===== src/rtl/core/jsef_pkg.sv =====
// Package with beat types, run type and character constants of the JSON escaper.
package jsef_pkg;

  // Longest escape run that one input beat can cause (\u00xx).
  localparam int MaxRunBytes = 6;
  localparam int RunCntW     = $clog2(MaxRunBytes + 1);
  localparam int PendDepth   = 3;
  localparam int RunQueueDepth = 2;

  // Characters used in the escaped stream.
  localparam logic [7:0] ChQuote     = 8'h22;
  localparam logic [7:0] ChBackslash = 8'h5C;
  localparam logic [7:0] ChNewline   = 8'h0A;
  localparam logic [7:0] ChReturn    = 8'h0D;
  localparam logic [7:0] ChTab       = 8'h09;
  localparam logic [7:0] ChLowerN    = 8'h6E;
  localparam logic [7:0] ChLowerR    = 8'h72;
  localparam logic [7:0] ChLowerT    = 8'h74;
  localparam logic [7:0] ChLowerU    = 8'h75;
  localparam logic [7:0] ChZero      = 8'h30;
  localparam logic [7:0] ChSpace     = 8'h20;
  localparam logic [7:0] TermByte    = 8'h00;

  typedef struct packed {
    logic [7:0] in_byte;
    logic       string_end;
  } in_beat_t;

  typedef struct packed {
    logic [7:0] out_byte;
    logic       last_in_run;
    logic       string_done;
  } out_beat_t;

  // All result bytes of one input beat, first byte at index 0.
  typedef struct packed {
    logic [MaxRunBytes-1:0][7:0] bytes;
    logic [RunCntW-1:0]          cnt;
    logic                        done;
  } run_t;

  // Fill status of the run queue seen by both sides.
  typedef struct packed {
    logic full;
    logic empty;
  } q_stat_t;

endpackage


===== src/rtl/core/jsef_front.sv =====
// Front end: accepts input beats, tracks UTF-8 sequences and builds escape runs.
module jsef_front (
  input  logic              clk,
  input  logic              rst_n,
  input  logic              in_valid,
  output logic              in_stall,
  input  jsef_pkg::in_beat_t in_beat,
  input  jsef_pkg::q_stat_t  q_stat,
  output logic              push,
  output jsef_pkg::run_t     push_run
);
  import jsef_pkg::*;

  logic [7:0] pend_r   [PendDepth];
  logic [7:0] pend_nxt [PendDepth];
  logic [1:0] pcnt_r, pcnt_nxt;
  logic [2:0] slen_r, slen_nxt;
  logic       accept;
  logic       held;
  logic       is_cont;
  logic [7:0] b;
  logic [2:0] lead;
  run_t       run;

  // Sequence length announced by a byte: 1 for ASCII, 0 for no valid lead.
  function automatic logic [2:0] lead_len(input logic [7:0] v);
    logic [2:0] r;
    r = 3'd0;
    priority if (!v[7])               r = 3'd1;
    else if (v[7:5] == 3'b110)        r = 3'd2;
    else if (v[7:4] == 4'b1110)       r = 3'd3;
    else if (v[7:3] == 5'b11110)      r = 3'd4;
    else                              r = 3'd0;
    return r;
  endfunction

  function automatic logic [7:0] hex_digit(input logic [3:0] n);
    logic [7:0] r;
    r = (n < 4'd10) ? (ChZero + {4'd0, n}) : (8'h57 + {4'd0, n});
    return r;
  endfunction

  // Result run of a byte handled with nothing held; leads give an empty run.
  function automatic run_t fresh_run(input logic [7:0] v);
    run_t r;
    r = '0;
    priority if (v == ChQuote || v == ChBackslash) begin
      r.bytes[0] = ChBackslash;
      r.bytes[1] = v;
      r.cnt      = RunCntW'(2);
    end else if (v == ChNewline || v == ChReturn || v == ChTab) begin
      r.bytes[0] = ChBackslash;
      r.bytes[1] = (v == ChNewline) ? ChLowerN : ((v == ChReturn) ? ChLowerR : ChLowerT);
      r.cnt      = RunCntW'(2);
    end else if (v < ChSpace) begin
      r.bytes[0] = ChBackslash;
      r.bytes[1] = ChLowerU;
      r.bytes[2] = ChZero;
      r.bytes[3] = ChZero;
      r.bytes[4] = hex_digit(v[7:4]);
      r.bytes[5] = hex_digit(v[3:0]);
      r.cnt      = RunCntW'(6);
    end else if (!v[7]) begin
      r.bytes[0] = v;
      r.cnt      = RunCntW'(1);
    end else begin
      // Leads, stray continuations and invalid bytes give no result here.
      r = '0;
    end
    return r;
  endfunction

  assign in_stall = q_stat.full;
  assign accept   = in_valid && !in_stall;
  assign b        = in_beat.in_byte;
  assign held     = (slen_r != 3'd0) && (pcnt_r != 2'd0);
  assign is_cont  = (b[7:6] == 2'b10);
  assign lead     = lead_len(b);

  // Classify the beat and work out the held state that follows it.
  always_comb begin
    pend_nxt = pend_r;
    pcnt_nxt = pcnt_r;
    slen_nxt = slen_r;
    run      = '0;
    priority if (in_beat.string_end) begin
      pcnt_nxt     = 2'd0;
      slen_nxt     = 3'd0;
      run.bytes[0] = TermByte;
      run.cnt      = RunCntW'(1);
      run.done     = 1'b1;
    end else if (held && is_cont) begin
      priority if (({1'b0, pcnt_r} + 3'd1) >= slen_r) begin
        // Sequence complete: held bytes first, then this continuation.
        run.bytes[0] = pend_r[0];
        run.bytes[1] = (pcnt_r >= 2'd2) ? pend_r[1] : b;
        run.bytes[2] = (pcnt_r == 2'd3) ? pend_r[2] : b;
        run.bytes[3] = b;
        run.cnt      = RunCntW'({1'b0, pcnt_r} + 3'd1);
        pcnt_nxt     = 2'd0;
        slen_nxt     = 3'd0;
      end else if (pcnt_r < 2'd3) begin
        pend_nxt[pcnt_r] = b;
        pcnt_nxt         = pcnt_r + 2'd1;
      end else begin
        pcnt_nxt = 2'd0;
        slen_nxt = 3'd0;
      end
    end else begin
      // Nothing held, or a broken sequence: start over with this byte.
      pcnt_nxt = 2'd0;
      slen_nxt = 3'd0;
      run      = fresh_run(b);
      if (lead > 3'd1) begin
        pend_nxt[0] = b;
        pcnt_nxt    = 2'd1;
        slen_nxt    = lead;
      end
    end
  end

  assign push     = accept && (run.cnt != '0);
  assign push_run = run;

  // Sequence tracking state.
  always_ff @(posedge clk) begin
    if (!rst_n) begin
      pcnt_r <= 2'd0;
      slen_r <= 3'd0;
    end else if (accept) begin
      pcnt_r <= pcnt_nxt;
      slen_r <= slen_nxt;
    end
  end

  // Held bytes carry no reset; only entries below the count are read.
  always_ff @(posedge clk) begin
    if (accept) begin
      pend_r <= pend_nxt;
    end
  end

endmodule


===== src/rtl/core/jsef_run_fifo.sv =====
// Short queue of escape runs between the front end and the serializer.
module jsef_run_fifo #(
  parameter int Depth = jsef_pkg::RunQueueDepth
) (
  input  logic              clk,
  input  logic              rst_n,
  input  logic              push,
  input  jsef_pkg::run_t     push_run,
  input  logic              pop,
  output jsef_pkg::run_t     head_run,
  output jsef_pkg::q_stat_t  q_stat
);
  import jsef_pkg::*;

  localparam int PtrW = $clog2(Depth);
  localparam int CntW = $clog2(Depth + 1);

  run_t            mem_r [Depth];
  logic [PtrW-1:0] wr_ptr_r, wr_ptr_nxt;
  logic [PtrW-1:0] rd_ptr_r, rd_ptr_nxt;
  logic [CntW-1:0] cnt_r, cnt_nxt;

  assign q_stat.full  = (cnt_r == CntW'(Depth));
  assign q_stat.empty = (cnt_r == '0);
  assign head_run     = mem_r[rd_ptr_r];

  // Pointer wrap works for any depth of two or more, not only powers of two.
  always_comb begin
    wr_ptr_nxt = wr_ptr_r;
    rd_ptr_nxt = rd_ptr_r;
    cnt_nxt    = cnt_r;
    if (push) begin
      wr_ptr_nxt = (wr_ptr_r == PtrW'(Depth - 1)) ? '0 : wr_ptr_r + PtrW'(1);
    end
    if (pop) begin
      rd_ptr_nxt = (rd_ptr_r == PtrW'(Depth - 1)) ? '0 : rd_ptr_r + PtrW'(1);
    end
    unique case ({push, pop})
      2'b10:   cnt_nxt = cnt_r + CntW'(1);
      2'b01:   cnt_nxt = cnt_r - CntW'(1);
      default: cnt_nxt = cnt_r;
    endcase
  end

  always_ff @(posedge clk) begin
    if (!rst_n) begin
      wr_ptr_r <= '0;
      rd_ptr_r <= '0;
      cnt_r    <= '0;
    end else begin
      wr_ptr_r <= wr_ptr_nxt;
      rd_ptr_r <= rd_ptr_nxt;
      cnt_r    <= cnt_nxt;
    end
  end

  // Entry storage.
  always_ff @(posedge clk) begin
    if (push) begin
      mem_r[wr_ptr_r] <= push_run;
    end
  end

endmodule


===== src/rtl/core/jsef_back.sv =====
// Back end: serializes queued escape runs into output beats, one byte per cycle unless out_stall holds it.
module jsef_back (
  input  logic              clk,
  input  logic              rst_n,
  input  jsef_pkg::q_stat_t  q_stat,
  input  jsef_pkg::run_t     head_run,
  output logic              pop,
  output logic              out_valid,
  input  logic              out_stall,
  output jsef_pkg::out_beat_t out_beat
);
  import jsef_pkg::*;

  run_t               run_r, run_nxt;
  logic [RunCntW-1:0] idx_r, idx_nxt;
  logic               busy_r, busy_nxt;
  logic               out_valid_r, out_valid_nxt;
  out_beat_t          out_beat_r, out_beat_nxt;
  logic               advance;
  logic               src_valid;
  run_t               src;
  logic [RunCntW-1:0] src_idx;
  logic               src_last;

  // A run in progress has priority; otherwise the queue head starts at byte 0.
  assign advance   = !out_valid_r || !out_stall;
  assign src_valid = busy_r || !q_stat.empty;
  assign src       = busy_r ? run_r : head_run;
  assign src_idx   = busy_r ? idx_r : '0;
  assign src_last  = ((src_idx + RunCntW'(1)) == src.cnt);

  always_comb begin
    run_nxt       = run_r;
    idx_nxt       = idx_r;
    busy_nxt      = busy_r;
    out_valid_nxt = out_valid_r;
    out_beat_nxt  = out_beat_r;
    pop           = 1'b0;
    if (advance) begin
      out_valid_nxt = src_valid;
      if (src_valid) begin
        out_beat_nxt.out_byte    = src.bytes[src_idx];
        out_beat_nxt.last_in_run = src_last;
        out_beat_nxt.string_done = src.done;
        if (busy_r) begin
          if (src_last) begin
            busy_nxt = 1'b0;
          end else begin
            idx_nxt = idx_r + RunCntW'(1);
          end
        end else begin
          pop = 1'b1;
          if (!src_last) begin
            run_nxt  = head_run;
            idx_nxt  = RunCntW'(1);
            busy_nxt = 1'b1;
          end
        end
      end
    end
  end

  always_ff @(posedge clk) begin
    if (!rst_n) begin
      busy_r      <= 1'b0;
      idx_r       <= '0;
      out_valid_r <= 1'b0;
    end else begin
      busy_r      <= busy_nxt;
      idx_r       <= idx_nxt;
      out_valid_r <= out_valid_nxt;
    end
  end

  // Payload registers.
  always_ff @(posedge clk) begin
    run_r      <= run_nxt;
    out_beat_r <= out_beat_nxt;
  end

  assign out_valid = out_valid_r;
  assign out_beat  = out_beat_r;

endmodule


===== src/rtl/core/json_string_escaper_utf8_filter.sv =====
// Top level of the JSON string escaper with UTF-8 filtering.
// Each input beat carries one source byte (or an end mark) and turns into a run of
// zero to six output bytes. The serializer emits one output byte per cycle unless
// out_stall holds it, so output bandwidth sets the rate: each beat is paid for by
// the bytes it produces; a held UTF-8 lead or dropped byte produces none. Input is
// accepted one beat per cycle as long as the run queue (RUN_QUEUE_DEPTH runs, at
// least 2) has room; plain ASCII text flows at one byte per cycle end to end while
// out_stall is low. Runs pass the run queue and the serializer's output register.
// A UTF-8 sequence is released as a whole when its final continuation arrives.
module json_string_escaper_utf8_filter #(
  parameter int RUN_QUEUE_DEPTH = jsef_pkg::RunQueueDepth
) (
  input  logic                clk,
  input  logic                rst_n,
  input  logic                in_valid,
  output logic                in_stall,
  input  jsef_pkg::in_beat_t  in_beat,
  output logic                out_valid,
  input  logic                out_stall,
  output jsef_pkg::out_beat_t out_beat
);
  import jsef_pkg::*;

  logic    push;
  logic    pop;
  run_t    push_run;
  run_t    head_run;
  q_stat_t q_stat;

  jsef_front u_front (
    .clk      (clk),
    .rst_n    (rst_n),
    .in_valid (in_valid),
    .in_stall (in_stall),
    .in_beat  (in_beat),
    .q_stat   (q_stat),
    .push     (push),
    .push_run (push_run)
  );

  jsef_run_fifo #(
    .Depth (RUN_QUEUE_DEPTH)
  ) u_fifo (
    .clk      (clk),
    .rst_n    (rst_n),
    .push     (push),
    .push_run (push_run),
    .pop      (pop),
    .head_run (head_run),
    .q_stat   (q_stat)
  );

  jsef_back u_back (
    .clk       (clk),
    .rst_n     (rst_n),
    .q_stat    (q_stat),
    .head_run  (head_run),
    .pop       (pop),
    .out_valid (out_valid),
    .out_stall (out_stall),
    .out_beat  (out_beat)
  );

endmodule


===== config.mk =====
export PLATFORM = sky130hd
export DESIGN_NAME = json_string_escaper_utf8_filter
export DESIGN_NICKNAME = d
export VERILOG_FILES = /design/src/rtl/core/jsef_pkg.sv /design/src/rtl/core/jsef_front.sv /design/src/rtl/core/jsef_run_fifo.sv /design/src/rtl/core/jsef_back.sv /design/src/rtl/core/json_string_escaper_utf8_filter.sv
export SDC_FILE = /design/constraint.sdc
export NUM_CORES = 1
export LEC_CHECK = 0
export ABC_AREA = 0
export BUFFER_PORTS_ARGS = -buffer_cell sky130_fd_sc_hd__buf_2
export CORE_ASPECT_RATIO = 0.9
export CORE_MARGIN = 4
export CORE_UTILIZATION = 62
export DETAILED_ROUTE_END_ITERATION = 10
export GPL_TIMING_DRIVEN = 0
export HOLD_SLACK_MARGIN = 0.06
export PLACE_DENSITY_LB_ADDON = 0.12
export SETUP_SLACK_MARGIN = 0.2
export SLEW_MARGIN = 5
export SYNTH_ARGS = -nofsm -noshare
export SYNTH_HDL_FRONTEND = slang
export SYNTH_SLANG_ARGS = --single-unit
export TNS_END_PERCENT = 30

===== constraint.sdc =====
create_clock -name clk -period 5.75 [get_ports clk]
set_input_delay 0.2875 -clock clk [delete_from_list [all_inputs] [get_ports clk]]
set_output_delay 0.2875 -clock clk [all_outputs]
set_load 0.1 [all_outputs]

==> run summary <==
The flow ran to the end, and the final reports show no timing, DRC or antenna violations. In this run, post-CTS repair resized a total of 0 instances. The startpoint identified for the worst register-to-register timing path is u_front.pcnt_r[1]. The H-tree generated during clock tree synthesis spans 4 levels. The number of antenna violations at the first check in global routing is 0, and the sequential fraction of the synthesis area is 68.6%. The post-route netlist has 20.7% of its cells at a drive strength greater than 1. The logs give 915 µm for the routed wire length on met3 and 13400 µm² for the total core area. The mapped netlist covers 8500 µm². The tree is rooted in a clkbuf_16.

In this run the horizontal extent of the chip is 131 µm. The floorplan has 40 rows. The maximum cell stage delay along the critical path was 0.51 ns; the area growth from synthesis to final layout was 11.4%. CTS saw 199 sinks. Once the clock tree was built, the setup fixing pass inserted 0 buffers. The average instance in the mapped netlist occupies 15.0 µm². The first detailed-routing pass ran for 5 iterations. In the detailed route, the total length drawn on met2 is 7880 µm. The slowest stage of the critical path belongs to the cell clkbuf_1. The worst setup timing slack at the placement stage was 1.88 ns. Setup repair after global routing left no endpoint under its margin. The logs give 4657 for the count of vias placed by the detailed router and 4729 for the via count of the first global-routing pass. The logs give 566 for the gate count of the mapped netlist and 1.85 ns for the minimum setup slack among reg-to-reg paths.

Number of max-slew violations in the final report: 0. The cell family contributing the most delay on the critical path was adder cells. The number of antenna diodes in the final layout is 0. The number of placed I/O pins came out at 25. The cell with the most instances after synthesis is edfxtp_1.

For this run, design rule violations remaining after detail routing come to 0. The synthesized design devotes to its leading area cell type 65.0% of total area. The worst setup path is launched from a flip-flop. For this run, asynchronously set or reset flops after synthesis account for 0%.

The critical path in this run is classified as flip-flop to flip-flop. The signal on the critical path passes through clkbuf_1, inv_1, ha_1, ha_1, a221oi_1, nand2b_1, a311oi_2, o21bai_2, ha_1, or3_1, a21boi_0. Global routing finished with a remaining overflow of 0.

The final weighted congestion in routability-driven placement is 0.905. The detailed router finished its first iteration with 408 violations. Yosys mapped a number of flops with a built-in enable equal to 184. The cell taking the most area after synthesis was edfxtp_1. The routed wirelength normalized by instance count was 20.6 µm. The worst setup path is captured at a flip-flop. Post-DP HPWL: 11300 µm. The clock insertion delay at the later pin of the skew report was 0.44 ns; the data required time of the critical path was 6.11 ns.

Once placement finished, the instance area stood at 8940 µm². Across the run, the number of max-cap violations was 0. The most critical setup path has its endpoint at u_fifo.cnt_r[1].

After the last flow step, the layout net total stands at 650. The period utilization was 67.8%. The number of distinct library cell variants in the gate-level netlist after synthesis is 60, and the worst path buffer plus inverter count is 2. The tools report the post-cts hold buffer count as 1. The filler cells instantiated in the layout total 899. Sorting the synthesized cells by how often they occur yields edfxtp_1, mux2_2, nor2_1, mux2i_1, a21oi_1.

For this run, the leading register cell type out of synthesis is edfxtp_1. The tools report the final setup violation count as 0. Summing all non-filler instances in the final layout gives an area of 9470 µm². For this configuration, the core starts out at a cell density of 63.6%. The analysis attributes to cell leakage a power of 3.30 nW.

The worst max-slew margin expressed relative to the limit was 15.5%; the post-synthesis register bit count was 199. For the maximum number of pins on one net before global-route repair, the log shows 30. The maximum fanout along the worst path is 10, and the area occupied by multi-input gates is 2530 µm².

The endpoint of the worst-slack reg-to-reg timing path is u_fifo.cnt_r[1]. In the global route stage, overall resource usage came out at 22.3%. The die is 119 µm tall. Sorting the synthesized cells by area gives the leading types as edfxtp_1, mux2_2, mux2i_1.

For the pin with the worst max-slew slack, the measured transition is 1.26 ns. The routed design could run at a clock period as short as 3.90 ns. Cell type with the highest occurrence count on the critical path: ha_1. The logs give 15600 µm² for the die area and 26200 µm for the first-pass GRT wire length. In the final layout, flip-flops and latches occupy 5830 µm².

The run gives 0.257 GHz as the upper clock frequency limit. Port buffering added 23 buffers. Tracing the worst setup path back leads to its startpoint at u_front.pcnt_r[1]. The tools report the data arrival time of the worst path as 4.25 ns. Number of stages on the worst setup path: 11. The run gives 0.0778 ns as the worst hold slack.

TritonCTS built the clock tree. During synthesis, Yosys emitted a total of 0 warnings. For the sum of routed wire segments on met1, the log shows 7510 µm. Setup slack on the critical path of the routed design comes to 1.85 ns. The clock passes through at most 2 buffers. The tools report the maximum clock skew at final layout as 0.0126 ns. The path class of the lowest-slack min-delay path is input pin to flip-flop.

The number of hold-slack violations in the final timing report is 0. Highest metal layer with signal wires: met4. VDD sags by at most 0.000350 V. Using the TritonRoute via totals, the vias-per-cell ratio works out to 5.81.

Dividing total power by cell area gives a power density of 444 nW/µm². Final wirelength: 16500 µm. The remaining number of nets flagged by the antenna check after routing was 0; the post-CTS clock slew at the launch and capture registers of the worst setup and hold paths was 0.06 ns. The number of cells on the worst reg-to-reg path works out to 11.

Counting the buffers created by CTS gives 17.
-- layout make-up --
| cell class | instances | area share, % |
|---|---|---|
| Inverter | 20 | 0.793 |
| Clock buffer | 19 | 4.57 |
| Multi-Input combinational cell | 329 | 26.7 |
| Tap cell | 168 | 2.22 |
| Clock inverter | 13 | 0.885 |
| Timing Repair Buffer | 27 | 1.96 |
| Buffer | 27 | 1.31 |
| Sequential cell | 199 | 61.5 |
-- flip-flops by register name (all words and copies together), names as in the netlist, 2 cells and up, named ones only --
name / cells
u_fifo.mem_r: 100
u_back.run_r: 50
u_front.pend_r: 24
u_back.out_beat: 10
u_back.idx_r: 3
u_front.slen_r: 3
u_fifo.cnt_r: 2
u_front.pcnt_r: 2
-- kinds of logic (layout without fill, tap and decap cells) --
family                   Yosys count  count (layout)  share of synthesized area (%)
AND/OR/NAND/NOR                  128             128                           7.89
adder cells (fa/ha/maj)           16              16                           2.36
multiplexers                      88              88                           11.9
buffers and inverters             47             106                           2.34
other                              1              10                         0.0441
XOR/XNOR                           9               9                          0.928
flip-flops                       199             199                           68.6
AO/OA/AOI/OAI                     78              78                           6.01
-- routing by layer --
metal	vias up	GRT usage (%)
met5	-	0
li1	2216	-
met1	2283	31.5
met3	16	4.56
met4	0	6.89
met2	142	35.5
-- per-stage QoR --
step / total power, mW / std cells / util (%) / setup TNS [ns]
finish: 4.21 / 802 / 70.9 / 0
global route: 4.39 / 802 / 70.9 / 0
CTS: 4.23 / 802 / 70.8 / 0
detailed placement: 3.18 / 769 / 66.9 / 0
global placement: 3.14 / 766 / 66.3 / -62.37
floorplan: 2.91 / 575 / - / 0
-- placed cells by master (no fill, tap or decap), types with 10 or more instances in the layout --
cell	instances
and2_1	13
a21oi_1	20
conb_1	10
inv_1	20
clkbuf_16	17
mux2i_1	32
edfxtp_1	184
nand2_1	18
dfxtp_1	15
ha_1	16
nor2b_1	10
buf_2	29
nor2_1	46
clkbuf_1	21
mux2_2	51
o21ai_0	20
-- how the worst min path moves through the flow --
stage	start	end	slack, ns	cells past startpoint
3_3_place_gp	u_fifo.wr_ptr_r	u_fifo.wr_ptr_r	0.46	2
6_report	in_beat[7]	u_front.pend_r[14]	0.08	1
2_1_floorplan	in_beat[0]	u_fifo.mem_r[0][0]	0.39	0
3_5_place_dp	in_beat[0]	u_fifo.mem_r[0][0]	0.50	1
5_1_grt	in_beat[7]	u_front.pend_r[6]	0.07	1
4_1_cts	in_beat[7]	u_front.pend_r[14]	0.06	1
-- power by group --
| group | leakage, nW | internal, mW | switching, mW |
|---|---|---|---|
| combinational | 1.20 | 0.332 | 0.747 |
| clock | 0.246 | 0.548 | 0.506 |
| sequential | 1.85 | 1.98 | 0.0939 |
| total | 3.30 | 2.86 | 1.35 |
Power figures use the tool's default switching activity.
